## src/rtl/plc_pkg.sv

```systemverilog
`timescale 1ns / 1ps
// Shared types, constants and lookup functions for the plus-code encoder.
// No dependencies; imported by every module of the block.
package plc_pkg;

    // Input transaction: one location
    typedef struct packed {
        logic signed [31:0] latitude;
        logic signed [31:0] longitude;
    } t_loc;

    // Output transaction: one code character
    typedef struct packed {
        logic [6:0] code_char;
        logic       last;
    } t_char;

    // Normalized location handed from the front end to the back end
    typedef struct packed {
        logic [31:0] alat;      // latitude offset to [0, 180] degrees
        logic [31:0] alon;      // longitude offset to [0, 360) degrees
        logic [2:0]  pairs;     // number of pair digits, 1..5
        logic [3:0]  last_pos;  // index of the final character
    } t_job;

    localparam int unsigned QUEUE_DEPTH_DEF = 2;

    // Configuration
    localparam logic [3:0] LENGTH_RST = 4'd10;
    localparam logic [3:0] LEN_MIN    = 4'd2;
    localparam logic [3:0] PAIR_LEN   = 4'd10;
    localparam logic [3:0] GRID_MAX   = 4'd4;

    // Character positions inside one code
    localparam logic [3:0] SEP_POS  = 4'd8;
    localparam logic [3:0] GRID_POS = 4'd11;

    // Range limits in 1e-7 degree
    localparam logic signed [32:0] LAT_LIMIT  = 33'sd900000000;
    localparam logic signed [33:0] LON_LIMIT  = 34'sd1800000000;
    localparam logic signed [33:0] LON_WRAP   = 34'sd5400000000;
    localparam logic [31:0]        LAT_SPAN   = 32'd1800000000;

    // ASCII characters
    localparam logic [6:0] CHAR_PAD = 7'h30;  // '0'
    localparam logic [6:0] CHAR_SEP = 7'h2B;  // '+'

    // Pair-digit cell sizes and exact reciprocals: floor(x / RES) equals
    // (x * RECIP) >> SHIFT for every 32-bit x, RECIP = ceil(2^SHIFT / RES).
    localparam logic [63:0] RES_0 = 64'd200000000;
    localparam logic [63:0] RES_1 = 64'd10000000;
    localparam logic [63:0] RES_2 = 64'd500000;
    localparam logic [63:0] RES_3 = 64'd25000;
    localparam logic [63:0] RES_4 = 64'd1250;
    localparam int unsigned SHIFT_0 = 60;
    localparam int unsigned SHIFT_1 = 56;
    localparam int unsigned SHIFT_2 = 51;
    localparam int unsigned SHIFT_3 = 47;
    localparam int unsigned SHIFT_4 = 43;
    localparam logic [32:0] RECIP_0 = 33'(((64'd1 << SHIFT_0) + RES_0 - 64'd1) / RES_0);
    localparam logic [32:0] RECIP_1 = 33'(((64'd1 << SHIFT_1) + RES_1 - 64'd1) / RES_1);
    localparam logic [32:0] RECIP_2 = 33'(((64'd1 << SHIFT_2) + RES_2 - 64'd1) / RES_2);
    localparam logic [32:0] RECIP_3 = 33'(((64'd1 << SHIFT_3) + RES_3 - 64'd1) / RES_3);
    localparam logic [32:0] RECIP_4 = 33'(((64'd1 << SHIFT_4) + RES_4 - 64'd1) / RES_4);
    localparam logic [10:0] CELL    = 11'd1250;

    // Grid refinement step sizes per grid digit
    localparam logic [10:0] LAT_STEP [4] = '{11'd250, 11'd50, 11'd10, 11'd2};
    localparam logic [10:0] LON_STEP [4] = '{11'd312, 11'd78, 11'd19, 11'd4};

    localparam logic [6:0] DIGIT_SET [20] = '{
        7'h32, 7'h33, 7'h34, 7'h35, 7'h36, 7'h37, 7'h38, 7'h39,  // 2..9
        7'h43, 7'h46, 7'h47, 7'h48, 7'h4A, 7'h4D, 7'h50, 7'h51,  // C F G H J M P Q
        7'h52, 7'h56, 7'h57, 7'h58                               // R V W X
    };

    // Alphabet character of a base-20 digit
    function automatic logic [6:0] digit_char(input logic [4:0] d);
        logic [6:0] c;
        c = CHAR_PAD;
        if (d < 5'd20) begin
            c = DIGIT_SET[d];
        end
        return c;
    endfunction

    // Half the code precision for a length, in 1e-7 degree
    function automatic logic [26:0] half_prec(input logic [3:0] len);
        logic [26:0] hp;
        unique case (len)
            4'd0, 4'd1, 4'd2, 4'd3: hp = 27'd100000000;
            4'd4, 4'd5:             hp = 27'd5000000;
            4'd6, 4'd7:             hp = 27'd250000;
            4'd8, 4'd9:             hp = 27'd12500;
            4'd10:                  hp = 27'd625;
            4'd11:                  hp = 27'd125;
            4'd12:                  hp = 27'd25;
            4'd13:                  hp = 27'd5;
            4'd14:                  hp = 27'd1;
            4'd15:                  hp = 27'd0;
        endcase
        return hp;
    endfunction

endpackage

```

## src/rtl/plc_front.sv

```systemverilog
`timescale 1ns / 1ps
// Front end: takes a location transaction, clamps/wraps/offsets it and
// works out the code layout. Depends on plc_pkg.
module plc_front (
    input  logic           i_clk,
    input  logic           i_rst_n,
    input  logic           i_start,
    output logic           o_busy,
    input  plc_pkg::t_loc  i_loc,
    input  logic [3:0]     i_length,
    input  logic           i_full,
    output logic           o_push,
    output plc_pkg::t_job  o_job
);
    import plc_pkg::*;

    logic               r_valid;
    t_loc               r_loc;
    logic [3:0]         r_len;

    logic               w_take;
    logic [3:0]         w_len;
    logic [3:0]         w_plen;
    logic [3:0]         w_gcnt;
    logic signed [32:0] w_lat;
    logic signed [33:0] w_lon;

    // Holding register: frees up in the cycle its job moves to the queue
    assign o_push = r_valid && !i_full;
    assign o_busy = r_valid && i_full;
    assign w_take = i_start && !o_busy;

    always_ff @(posedge i_clk) begin
        if (!i_rst_n) begin
            r_valid <= 1'b0;
        end else if (w_take) begin
            r_valid <= 1'b1;
        end else if (o_push) begin
            r_valid <= 1'b0;
        end
    end

    always_ff @(posedge i_clk) begin
        if (w_take) begin
            r_loc <= i_loc;
            r_len <= i_length;
        end
    end

    // Length classification, then latitude clamp with pole adjustment,
    // longitude wrap, both offset
    always_comb begin
        w_len  = (r_len < LEN_MIN) ? LEN_MIN : r_len;
        w_plen = (w_len > PAIR_LEN) ? PAIR_LEN : w_len;
        w_gcnt = (w_len > PAIR_LEN) ? (w_len - PAIR_LEN) : 4'd0;
        if (w_gcnt > GRID_MAX) begin
            w_gcnt = GRID_MAX;
        end
        o_job.pairs    = 3'((5'(w_plen) + 5'd1) >> 1);
        o_job.last_pos = (o_job.pairs == 3'd5) ? (PAIR_LEN + w_gcnt) : SEP_POS;

        w_lat = 33'(r_loc.latitude);
        w_lon = 34'(r_loc.longitude);
        priority if (w_lat >= LAT_LIMIT) begin
            o_job.alat = LAT_SPAN - 32'(half_prec(w_len));
        end else if (w_lat < -LAT_LIMIT) begin
            o_job.alat = 32'd0;
        end else begin
            o_job.alat = 32'(w_lat + LAT_LIMIT);
        end
        priority if (w_lon < -LON_LIMIT) begin
            o_job.alon = 32'(w_lon + LON_WRAP);
        end else if (w_lon >= LON_LIMIT) begin
            o_job.alon = 32'(w_lon - LON_LIMIT);
        end else begin
            o_job.alon = 32'(w_lon + LON_LIMIT);
        end
    end

endmodule

```

## src/rtl/plc_queue.sv

```systemverilog
`timescale 1ns / 1ps
// Short job queue between front and back end, register based.
// Depends on plc_pkg for the job type.
module plc_queue #(
    parameter int unsigned DEPTH = plc_pkg::QUEUE_DEPTH_DEF
) (
    input  logic           i_clk,
    input  logic           i_rst_n,
    input  logic           i_push,
    input  plc_pkg::t_job  i_job,
    input  logic           i_pop,
    output logic           o_valid,
    output logic           o_full,
    output plc_pkg::t_job  o_head
);
    import plc_pkg::*;

    localparam int unsigned PW = (DEPTH > 1) ? $clog2(DEPTH) : 1;
    localparam int unsigned CW = $clog2(DEPTH + 1);

    t_job          r_mem [DEPTH];
    logic [PW-1:0] r_wr;
    logic [PW-1:0] r_rd;
    logic [CW-1:0] r_count;

    assign o_valid = (r_count != '0);
    assign o_full  = (r_count == CW'(DEPTH));
    assign o_head  = r_mem[r_rd];

    // Pointers and fill count
    always_ff @(posedge i_clk) begin
        if (!i_rst_n) begin
            r_wr    <= '0;
            r_rd    <= '0;
            r_count <= '0;
        end else begin
            if (i_push) begin
                r_wr <= (r_wr == PW'(DEPTH - 1)) ? '0 : r_wr + 1'b1;
            end
            if (i_pop) begin
                r_rd <= (r_rd == PW'(DEPTH - 1)) ? '0 : r_rd + 1'b1;
            end
            if (i_push && !i_pop) begin
                r_count <= r_count + 1'b1;
            end else if (i_pop && !i_push) begin
                r_count <= r_count - 1'b1;
            end
        end
    end

    always_ff @(posedge i_clk) begin
        if (i_push) begin
            r_mem[r_wr] <= i_job;
        end
    end

    a_no_overflow: assert property (@(posedge i_clk) disable iff (!i_rst_n)
        i_push |-> (!o_full || i_pop))
        else $error("queue written while full");

    a_no_underflow: assert property (@(posedge i_clk) disable iff (!i_rst_n)
        i_pop |-> o_valid)
        else $error("queue read while empty");

endmodule

```

## src/rtl/plc_back.sv

```systemverilog
`timescale 1ns / 1ps
// Back end: walks the character positions of each job, extracts pair and
// grid digits and drives one character per cycle. Depends on plc_pkg.
module plc_back (
    input  logic           i_clk,
    input  logic           i_rst_n,
    input  logic           i_head_valid,
    input  plc_pkg::t_job  i_head,
    output logic           o_pop,
    output logic           o_strobe,
    output plc_pkg::t_char o_result
);
    import plc_pkg::*;

    localparam logic [1:0] KIND_PAIR = 2'd0;
    localparam logic [1:0] KIND_PAD  = 2'd1;
    localparam logic [1:0] KIND_SEP  = 2'd2;
    localparam logic [1:0] KIND_GRID = 2'd3;
    localparam logic [2:0] K_LAST    = 3'd4;

    typedef struct packed {
        logic [1:0]  kind;
        logic        coord;   // 0 latitude, 1 longitude
        logic [2:0]  k;       // pair digit level
        logic [1:0]  gidx;    // grid digit index
        logic        last;
        logic [10:0] xlow;    // low bits of the coordinate for the grid remainder
    } t_tag;

    // Issue stage
    logic        r_act;
    logic [3:0]  r_pos;
    t_job        r_job;
    logic        w_last;
    t_tag        w_tag;
    logic [31:0] w_x;
    logic [32:0] w_recip;

    // Digit stage
    logic        r_tv;
    t_tag        r_tag;
    logic [64:0] r_prod;
    logic [2:0]  r_qlat;
    logic [2:0]  r_qlon;
    logic [10:0] r_glat;
    logic [10:0] r_glon;

    logic [10:0] w_q;
    logic [2:0]  w_prev;
    logic [4:0]  w_sub;
    logic [4:0]  w_digit;
    logic [10:0] w_rem;
    logic [10:0] w_lat_step;
    logic [10:0] w_lon_step;
    logic [2:0]  w_row;
    logic [1:0]  w_col;
    logic [10:0] w_glat_next;
    logic [10:0] w_glon_next;
    logic [6:0]  w_char;

    // Job sequencing: next job loads in the cycle the last position issues
    assign w_last = r_act && (r_pos == r_job.last_pos);
    assign o_pop  = i_head_valid && (!r_act || w_last);

    always_ff @(posedge i_clk) begin
        if (!i_rst_n) begin
            r_act <= 1'b0;
            r_pos <= '0;
        end else if (o_pop) begin
            r_act <= 1'b1;
            r_pos <= '0;
        end else if (w_last) begin
            r_act <= 1'b0;
        end else if (r_act) begin
            r_pos <= r_pos + 4'd1;
        end
    end

    always_ff @(posedge i_clk) begin
        if (o_pop) begin
            r_job <= i_head;
        end
    end

    // Classify the current position
    always_comb begin
        w_tag = '0;
        priority if (r_pos < SEP_POS) begin
            if (r_pos < {r_job.pairs, 1'b0}) begin
                w_tag.kind  = KIND_PAIR;
                w_tag.coord = r_pos[0];
                w_tag.k     = {1'b0, r_pos[2:1]};
            end else begin
                w_tag.kind = KIND_PAD;
            end
        end else if (r_pos == SEP_POS) begin
            w_tag.kind = KIND_SEP;
        end else if (r_pos < GRID_POS) begin
            w_tag.kind  = KIND_PAIR;
            w_tag.coord = ~r_pos[0];
            w_tag.k     = K_LAST;
        end else begin
            w_tag.kind = KIND_GRID;
            w_tag.gidx = 2'(r_pos - GRID_POS);
        end
        w_tag.last = w_last;
        w_x        = w_tag.coord ? r_job.alon : r_job.alat;
        w_tag.xlow = w_x[10:0];
        unique case (w_tag.k)
            3'd0:    w_recip = RECIP_0;
            3'd1:    w_recip = RECIP_1;
            3'd2:    w_recip = RECIP_2;
            3'd3:    w_recip = RECIP_3;
            default: w_recip = RECIP_4;
        endcase
    end

    // Reciprocal product, registered before digit extraction
    always_ff @(posedge i_clk) begin
        if (!i_rst_n) begin
            r_tv <= 1'b0;
        end else begin
            r_tv <= r_act;
        end
    end

    always_ff @(posedge i_clk) begin
        r_tag  <= w_tag;
        r_prod <= 65'(w_x) * 65'(w_recip);
    end

    // Pair digit: d = Q mod 20 = Q - 20 * Q_prev, taken modulo 32
    always_comb begin
        unique case (r_tag.k)
            3'd0:    w_q = 11'(r_prod >> SHIFT_0);
            3'd1:    w_q = 11'(r_prod >> SHIFT_1);
            3'd2:    w_q = 11'(r_prod >> SHIFT_2);
            3'd3:    w_q = 11'(r_prod >> SHIFT_3);
            default: w_q = 11'(r_prod >> SHIFT_4);
        endcase
        w_prev  = r_tag.coord ? r_qlon : r_qlat;
        w_sub   = (r_tag.k == 3'd0) ? 5'd0 : 5'(8'(w_prev) * 8'd20);
        w_digit = w_q[4:0] - w_sub;
        // coordinate mod 1250, exact in 11 bits
        w_rem   = r_tag.xlow - 11'(22'(w_q) * 22'(CELL));
    end

    // Grid digit: row and column by comparing against step multiples
    always_comb begin
        w_lat_step = LAT_STEP[r_tag.gidx];
        w_lon_step = LON_STEP[r_tag.gidx];
        w_row = 3'd0;
        w_col = 2'd0;
        for (int j = 1; j <= 4; j++) begin
            if (r_glat >= 11'(14'(j) * 14'(w_lat_step))) begin
                w_row = w_row + 3'd1;
            end
        end
        for (int j = 1; j <= 3; j++) begin
            if (r_glon >= 11'(14'(j) * 14'(w_lon_step))) begin
                w_col = w_col + 2'd1;
            end
        end
        w_glat_next = r_glat - 11'(14'(w_row) * 14'(w_lat_step));
        w_glon_next = r_glon - 11'(14'(w_col) * 14'(w_lon_step));
    end

    // Character select
    always_comb begin
        unique case (r_tag.kind)
            KIND_PAIR: w_char = digit_char(w_digit);
            KIND_PAD:  w_char = CHAR_PAD;
            KIND_SEP:  w_char = CHAR_SEP;
            default:   w_char = digit_char({w_row, w_col});
        endcase
    end

    // Digit history and grid remainders
    always_ff @(posedge i_clk) begin
        if (r_tv) begin
            if (r_tag.kind == KIND_PAIR) begin
                if (r_tag.coord) begin
                    r_qlon <= w_q[2:0];
                end else begin
                    r_qlat <= w_q[2:0];
                end
                if (r_tag.k == K_LAST) begin
                    if (r_tag.coord) begin
                        r_glon <= w_rem;
                    end else begin
                        r_glat <= w_rem;
                    end
                end
            end else if (r_tag.kind == KIND_GRID) begin
                r_glat <= w_glat_next;
                r_glon <= w_glon_next;
            end
        end
    end

    // Output register
    always_ff @(posedge i_clk) begin
        if (!i_rst_n) begin
            o_strobe <= 1'b0;
        end else begin
            o_strobe <= r_tv;
        end
    end

    always_ff @(posedge i_clk) begin
        o_result.code_char <= w_char;
        o_result.last      <= r_tag.last;
    end

    a_pos_in_range: assert property (@(posedge i_clk) disable iff (!i_rst_n)
        r_act |-> (r_pos <= r_job.last_pos))
        else $error("position ran past the last character");

    a_digit_range: assert property (@(posedge i_clk) disable iff (!i_rst_n)
        (r_tv && r_tag.kind == KIND_PAIR) |-> (w_digit < 5'd20))
        else $error("pair digit out of base-20 range");

    a_grid_rem: assert property (@(posedge i_clk) disable iff (!i_rst_n)
        (r_tv && r_tag.kind == KIND_GRID) |-> (r_glat < CELL && r_glon < CELL))
        else $error("grid remainder outside the cell");

endmodule

```

## src/rtl/plus_code_location_encoder.sv

```systemverilog
`timescale 1ns / 1ps
// Plus-code encoder top level: config register, front end, queue, back end.
// Depends on plc_pkg, plc_front, plc_queue and plc_back.
//
// Usage:
//   Input channel: drive i_loc (latitude, longitude in 1e-7 degree) and
//   raise start; the transaction is taken at a clock edge with start high
//   and busy low.
//   Output channel: each code character appears on o_result for one cycle
//   with o_strobe high; o_result.last marks the final character. The
//   receiver cannot stall, so characters leave at one per cycle.
//   Config: i_cfg_we writes i_cfg_data into the code length register
//   (reset value 10); write it only while no location is in flight.
//   Path: holding register, queue, issue stage, digit stage, output register.
//   Throughput: a location occupies the character sequencer for its
//   whole code: 9 characters for lengths up to 8, 11 for 9 and 10, 12 to
//   15 for longer codes. Locations follow each other with no gap; the
//   sequencer's one-character-per-cycle walk sets the rate, and a short
//   job queue plus a holding register absorb the difference in front.
//   Reset: synchronous, active low; clears the holding register, the queue,
//   the sequencer and the strobe, and returns the code length to 10.
module plus_code_location_encoder #(
    parameter int unsigned QUEUE_DEPTH = plc_pkg::QUEUE_DEPTH_DEF
) (
    input  logic           i_clk,
    input  logic           i_rst_n,
    input  logic           start,
    output logic           busy,
    input  plc_pkg::t_loc  i_loc,
    input  logic           i_cfg_we,
    input  logic [3:0]     i_cfg_data,
    output logic           o_strobe,
    output plc_pkg::t_char o_result
);
    import plc_pkg::*;

    logic [3:0] r_length;
    logic       w_push;
    t_job       w_job;
    logic       w_full;
    logic       w_head_valid;
    t_job       w_head;
    logic       w_pop;

    // Code length register
    always_ff @(posedge i_clk) begin
        if (!i_rst_n) begin
            r_length <= LENGTH_RST;
        end else if (i_cfg_we) begin
            r_length <= i_cfg_data;
        end
    end

    plc_front u_front (
        .i_clk      (i_clk),
        .i_rst_n    (i_rst_n),
        .i_start    (start),
        .o_busy     (busy),
        .i_loc      (i_loc),
        .i_length   (r_length),
        .i_full     (w_full),
        .o_push     (w_push),
        .o_job      (w_job)
    );

    plc_queue #(
        .DEPTH (QUEUE_DEPTH)
    ) u_queue (
        .i_clk   (i_clk),
        .i_rst_n (i_rst_n),
        .i_push  (w_push),
        .i_job   (w_job),
        .i_pop   (w_pop),
        .o_valid (w_head_valid),
        .o_full  (w_full),
        .o_head  (w_head)
    );

    plc_back u_back (
        .i_clk        (i_clk),
        .i_rst_n      (i_rst_n),
        .i_head_valid (w_head_valid),
        .i_head       (w_head),
        .o_pop        (w_pop),
        .o_strobe     (o_strobe),
        .o_result     (o_result)
    );

endmodule
```

## config.mk

```make
export PLATFORM = sky130hd
export DESIGN_NAME = plus_code_location_encoder
export DESIGN_NICKNAME = d
export VERILOG_FILES = /design/src/rtl/plc_pkg.sv /design/src/rtl/plc_front.sv /design/src/rtl/plc_queue.sv /design/src/rtl/plc_back.sv /design/src/rtl/plus_code_location_encoder.sv
export SDC_FILE = /design/constraint.sdc
export NUM_CORES = 2
export LEC_CHECK = 0
export ABC_AREA = 1
export BUFFER_PORTS_ARGS = -buffer_cell sky130_fd_sc_hd__buf_2
export CAP_MARGIN = 0
export CORE_ASPECT_RATIO = 1.4
export CORE_MARGIN = 5
export CORE_UTILIZATION = 60
export CTS_BUF_LIST = sky130_fd_sc_hd__clkbuf_4 sky130_fd_sc_hd__clkbuf_8 sky130_fd_sc_hd__clkbuf_16
export CTS_CLUSTER_DIAMETER = 80
export DETAILED_ROUTE_END_ITERATION = 7
export GPL_ROUTABILITY_DRIVEN = 1
export PLACE_DENSITY_LB_ADDON = 0.2
export SETUP_SLACK_MARGIN = 0.15
export SLEW_MARGIN = 10
export SYNTH_ARGS = -nofsm -noshare
export SYNTH_HDL_FRONTEND = slang
export SYNTH_SLANG_ARGS = --single-unit
```

## constraint.sdc

```tcl
create_clock -name i_clk -period 7.64 [get_ports i_clk]
set_input_delay 1.146 -clock i_clk [delete_from_list [all_inputs] [get_ports i_clk]]
set_output_delay 1.146 -clock i_clk [all_outputs]
set_load 0.005 [all_outputs]
```

Word level (Yosys, flattened, before mapping):

Memory sizes are Yosys's and may differ from the RTL's. A register that Yosys moved wholly into a read port is not among the register bits.
Cells that the tools add are included.

* add/subtract/negate cells: 23
* multipliers: 7
* muxes and demuxes: 61
* order comparisons: 22
* bitwise logic cells: 7
* eq/ne operators: 17
* reductions and logical operators: 28

Operators by type and width (count)
* $mux W32: 5
* $mux W11: 12
* $pmux W32 S4: 1
* $ge A11 B11 Y1: 7
* $mul A32 B33 Y65: 1
* $add A32 B32 Y32 const B: 2
* $bmux W11 S2: 2
* $pmux W11 S4: 1
* $mux W7: 6
* $sub A11 B11 Y11: 3
* $add A32 B31 Y32 const B: 1
* $ge A32 B31 Y1 const B: 1
* $ge A32 B32 Y1 const B: 1
* $lt A32 B31 Y1 const B: 1
* $lt A32 B32 Y1 const B: 1
* $sub A31 B27 Y32 const A: 1
* $sub A32 B32 Y32 const B: 1
* $mux W4: 7
* $mux W27: 1
* $mul A2 B11 Y11 const A: 2
* $pmux W7 S3: 1
* $mux W2: 7
* $eq A3 B2 Y1 const B: 4
* $ge A6 B6 Y1 const B: 2
* other kinds (47): 94

* bits of input ports: 72
* RAM bits: 142
* output and inout bits: 10
* memories: 4
* memory bits (read-only): 832
* register bits after elaboration: 205
* logic and storage cells: 194

Memories
* (name not given): depth 16, width 24, read ports 1, clocked after Yosys merged registers in 0, wr ports 0, line plc_pkg.sv:90 `unique case (len)`
* (name not given): depth 32, width 7, read ports 1, clocked after Yosys merged registers in 0, wr ports 0, line plc_pkg.sv:82 `c = DIGIT_SET[d];`
* (name not given): depth 32, width 7, read ports 1, clocked after Yosys merged registers in 0, wr ports 0, line plc_pkg.sv:82
* u_queue.r_mem: depth 2, width 71, read ports 1, clocked after Yosys merged registers in 1, wr ports 1, line plc_queue.sv:21 `t_job r_mem [DEPTH];`

Depth between registers and ports, before layout:

* depth after elaboration: 18
* gate-level depth with buffers: 41
* depth with buffers taken out: 40

By module:

Synthesis repeated with hierarchy kept, for this count alone.

* cells, all modules: 6102
* area total of the unflattened synthesis: 53949.2 um2

Modules (own cells, without submodules)
* plc_back: area each 41307.1 um2, times used 1, seq. area each 4083.9 um2, cells each 4752
* plc_front: area each 6790.3 um2, times used 1, seq. area each 2062.0 um2, cells each 1073
* plc_queue: area each 5705.5 um2, times used 1, seq. area each 4364.2 um2, cells each 256
* plus_code_location_encoder: area each 146.4 um2, times used 1, seq. area each 80.1 um2, cells each 21

Worst setup path before layout:

No wires, ideal clock.

* kind: register to register
* start: register u_back.r_pos[0]
* end: register u_back.r_prod[56]
* cell stages (with the launch flop): 37
* clock period less this slack: 7915 ps
* buffers on the path: 3
* data required time: 7520 ps
* slack: -275 ps
* setup time: 120 ps
* arrival: 7796 ps
* cell sequence: dfxtp_1 inv_1 ha_1 inv_2 nand3_4 nor2_8 inv_4 nand2_4 nand2_4 buf_2 buf_2 o21ai_2 buf_2 nor2_1 fa_1 fa_1 inv_1 fa_1 fa_1 inv_1 fa_1 fa_1 fa_1 inv_1 fa_1 inv_1 ha_1 a21oi_1 o21a_1 o21a_1 o21ai_0 a21boi_0 o21ai_0 a21oi_1 o21ai_1 nand2_1 nand2_1

* cells in the longest elaborated chain, start to end: 7
* elaborated cells between the ends (all ways): 16
* those cells by class: mul (1); order compare (3); eq/ne (4); mux (6); bitwise (1); reduce/logical (1)

Ends and longest elaborated chain
* start, declared: line plc_back.sv:32 `logic [3:0] r_pos;`
* start signal, assigned: line plc_back.sv:75 `r_pos <= r_pos + 4'd1;`
* $lt A4 B4 Y1: line plc_back.sv:98 `end else if (r_pos < GRID_POS) begin`
* $mux W4: line plc_back.sv:98
* $mux W6: line plc_back.sv:96 `end else if (r_pos == SEP_POS) begin`
* $mux W6 *: line plc_back.sv:88 `priority if (r_pos < SEP_POS) begin`
* $eq A3 B2 Y1, or another cell as far along: line plc_back.sv:109 `unique case (w_tag.k)`
* $pmux W32 S4: line plc_back.sv:109
* $mul A32 B33 Y65 *: line plc_back.sv:129 `r_prod <= 65'(w_x) * 65'(w_recip);`
* end signal, assigned: line plc_back.sv:129
* end, declared: line plc_back.sv:42 `logic [64:0] r_prod;`

Every way passes the cells marked *; elsewhere a longest branch is shown, timed or not.
A chain may end at the register's enable or synchronous reset.

Final worst setup path:

* start: register, netlist name u_back.r_job[6]
* end: register u_back.r_prod[64]

* cells in the longest elaborated chain, start to end: 6
* elaborated cells between the ends (all ways): 10
* those cells by class: mul (1); order compare (1); eq/ne (3); mux (4); reduce/logical (1)

Ends and longest elaborated chain
* $lt A4 B4 Y1 *: line plc_back.sv:89 `if (r_pos < {r_job.pairs, 1'b0}) begin`
* $mux W4 *: line plc_back.sv:89
* $mux W6 *: line plc_back.sv:88
* $eq A3 B2 Y1, or another cell as far along: line plc_back.sv:109
* $pmux W32 S4: line plc_back.sv:109
* $mul A32 B33 Y65 *: line plc_back.sv:129

Marks and branches as above.

==> summary.txt <==
Die
  • Die Y: ~360 microns
  • Initial Util: 60.5%
  • Io pins: 82
  • Die width: 259 microns
  • Core Box Area: 85,800 sq um
  • FP Rows: between 100 and 150
  • Die area: between 90,000 and 100,000 sq um

Clock tree
  • H-Tree Depth: 2
  • CTS tree: done
  • CTS Root Buffer Type: clkbuf_16
  • Largest buffer count on any clock path: 3
  • Total CTS buffers: 40
  • Clock latency on the worst-skew pair: 620 ps
  • Clock-pin slew on the worst setup and hold paths: approximately 70 ps
  • Clock Sinks: roughly 370

STA
  • Final Critical Period: about 8200 ps
  • Clk_skew: 71.0 ps
  • # setup viols final: 22
  • Final Max Tran Viols: 0
  • Slew margin rel.: ~20%
  • Slack of the critical path: -516 ps
  • Endpoints failing hold: 0
  • Worst Max-Slew Pin Slew: ~1200 ps
  • Fmax: 0.123 GHz
  • Final Cycle Share: 107%
  • Fin Setup TNS: -8840 ps
  • RSZ-0062 raised after global routing: yes

Worst setup path
  • Required @ worst endpoint: a little over 8000 ps
  • Setup crit end kind: register
  • Crit-path most repeated cell: fa_1
  • R2R setup slack: -520 ps
  • Slowest-stage cell, CP: fa_2
  • CP max FO: 7
  • Max incr delay on CP: about 650 ps
  • CP Class: reg2reg
  • Worst Setup Start Kind: register
  • CP arrival: roughly 8700 ps

Yosys
  • Largest cells by area after synthesis: fa_1 (35%), edfxtp_1 (18%), ha_1 (10%)
  • Post-synth EDFFs: between 300 and 400
  • Syn Area/Cell: approximately 9.0 sq um
  • Share of the synthesized area in the top cell type: between 30% and 40%
  • YS warnings: 0
  • Area leader, netlist: fa_1
  • Sequential area share after synthesis: roughly 20%
  • Netlist cell types: slightly below 70
  • Asr flop ratio synth: 0%
  • Yosys reg bits: about 370
  • Post-Synthesis Cells: about 5,800
  • Top FF cell, synth: edfxtp_1
  • Synthesized cell area: a little over 50,000 sq um

Route
  • Wl on met1: 57.9 mm
  • Via count of the routed design: ~43,000
  • Met3 wire length: 13.0 mm
  • Routed Wire Length: 182 mm
  • Drt initial violations: approximately 3,200
  • WL/cell: approximately 24 microns
  • Drt pass-1 iters: 7
  • Vias per cell: roughly 5.6
  • Drc violations: 0
  • Met2 WL post-DR: ~90 mm
  • Final ANT Viol Nets: 0
  • Top Layer Used: met4

Placement
  • Gp weighted congestion: between 1 and 1.5
  • Dpl hpwl: about 150 mm
  • Port Buffers: 81

Final layout
  • FF/Latch Area: 10,600 sq um
  • Layout cells sized above 1: 23.3%
  • # fillers: approximately 6,500
  • Multi-input logic area: approximately 38,000 sq um
  • Finished Core Util: between 70% and 80%
  • Synthesis-to-layout area growth: 22.3%
  • Number of nets in the layout: 7,935

Global route
  • GRT Overall Usage: approximately 40%
  • Overflow after GRT: 0
  • Pin count of the biggest net entering global routing: 73
  • Global-route wire length before repair: 271 mm
  • Vias in the first global route: approximately 45,000
  • Initial antenna violation count: 2

Job
  • Max-cap violations: 0

Outcome
  • Failing checks: setup timing
  • Status: finished with violations

Hold path
  • Worst Hold Class: reg2reg
==> logic make-up (layout without fill, tap and decap cells) <==
| logic type | count (synthesis) | count (layout) | synth area share (%) |
|---|---|---|---|
| and+or+nand+nor | 1952 | 1952 | 15.3 |
| buffers and inverters | 1499 | 2260 | 11.1 |
| adders and majority gates | 1344 | 1344 | 45.6 |
| AOI/OAI and AO/OA | 508 | 509 | 5.72 |
| DFF | 374 | 374 | 20.4 |
| xor gates and xnor gates | 109 | 109 | 1.87 |
| other | 2 | 5 | 0.0145 |
==> final cells by class <==
class	instances	area share [%]
clock inverter	29	0.519
clock buffer	45	1.64
sequential	374	16.7
antenna	2	0.00789
multi-input combinational	3917	59.7
timing repair buffer	841	11.2
tap	1096	2.16
inverter	1345	8.09
==> synthesized netlist by cell type (26+ instances only) <==
library cell / number
inv_1: 1289
nand2_1: 1013
fa_1: 914
nor2_1: 674
ha_1: 430
edfxtp_1: 308
a21oi_1: 181
o21ai_0: 156
nand3_1: 104
clkbuf_1: 90
xor2_1: 83
dfxtp_1: 66
buf_2: 47
inv_2: 43
nor3_1: 34
o21a_1: 31
nand4_1: 26
o21ai_2: 26
==> placed cells by master, fill, tap and decap left out, types with 31 or more instances in the layout <==
master     Yosys  final
inv_2         43     83
ha_4           0     45
clkbuf_16      0     40
buf_6          6     56
buf_12         0     50
a21oi_1      181    122
fa_2           0     82
dfxtp_1       66     63
inv_1       1289   1235
buf_2         47     81
edfxtp_1     308    308
o21a_1        31     31
ha_1         430    384
nor2_1       674    561
o21ai_0      156    125
xor2_1        83     82
nor2_2         5     73
a21oi_2        3     48
buf_4          5    642
nor2_4         3     48
nand2_2       11     61
nand2_1     1013    952
fa_1         914    832
nand3_1      104    101
==> registers in the layout (all words and copies together), names as in the netlist <==
| name | flops |
|---|---|
| u_back.r_tag | 20 |
| u_back.r_glat | 10 |
| u_front.r_len | 4 |
| u_queue.r_rd | 1 |
| u_front.r_valid | 1 |
| u_back.r_glon | 11 |
| u_front.r_loc | 64 |
| u_back.r_tv | 1 |
| u_back.r_qlat | 3 |
| u_back.r_prod | 22 |
| u_back.o_result | 8 |
| u_back.r_pos | 4 |
| u_back.r_act | 1 |
| u_queue.r_count | 2 |
| u_queue.r_wr | 1 |
| u_queue.r_mem | 142 |
| r_length | 4 |
| u_back.r_qlon | 3 |
| u_back.r_job | 71 |
| u_back.o_strobe | 1 |
==> metal layers <==
| metal | GRT usage [%] | up-vias |
|---|---|---|
| met3 | 7.06 | 815 |
| met2 | 67.1 | 2024 |
| met1 | 42.0 | 20946 |
| li1 | - | 19085 |
| met4 | 36.5 | 0 |
| met5 | 0 | - |
==> critical path: cells and delay by family (launching register included) <==
family	cells	cell delay (ps)
compound gates	7	1180
fa+ha+maj	10	4630
simple gates	11	870
buf+inv	11	1020
flops	1	340
==> through the flow <==
stage	setup slack [ps]	cell area (sq um)	instances	hold WS, ps
2_1_floorplan	150	52200	5789	310
3_3_place_gp	-724	58600	7466	315
3_5_place_dp	-775	58600	7466	319
4_1_cts	-420	62000	7595	336
5_1_grt	-808	63400	7649	340
6_report	-516	63400	7649	330
==> worst paths after layout <==
| kind | startpoint | end | cells after the start |
|---|---|---|---|
| max | u_back.r_job[6] | u_back.r_prod[64] | 39 |
| min reg2reg | u_back.r_tag[11] | u_back.o_result[0] | 0 |
| max reg2reg | u_back.r_job[6] | u_back.r_prod[64] | 39 |
| min | u_back.r_tag[11] | u_back.o_result[0] | 0 |
==> timing repair <==
action / CTS / global route
cloned: 4 / 0
pin swaps: 117 / 165
buffers inserted: 51 / 52
gates resized for setup: 406 / 263
setup endpoints to repair: 22 / 22
hold buffers: 0 / 0
endpoints found under the hold margin: 0 / 0
Power is not shown: default switching activity piles up to over one toggle a cycle in this logic, so the estimate is an artifact.
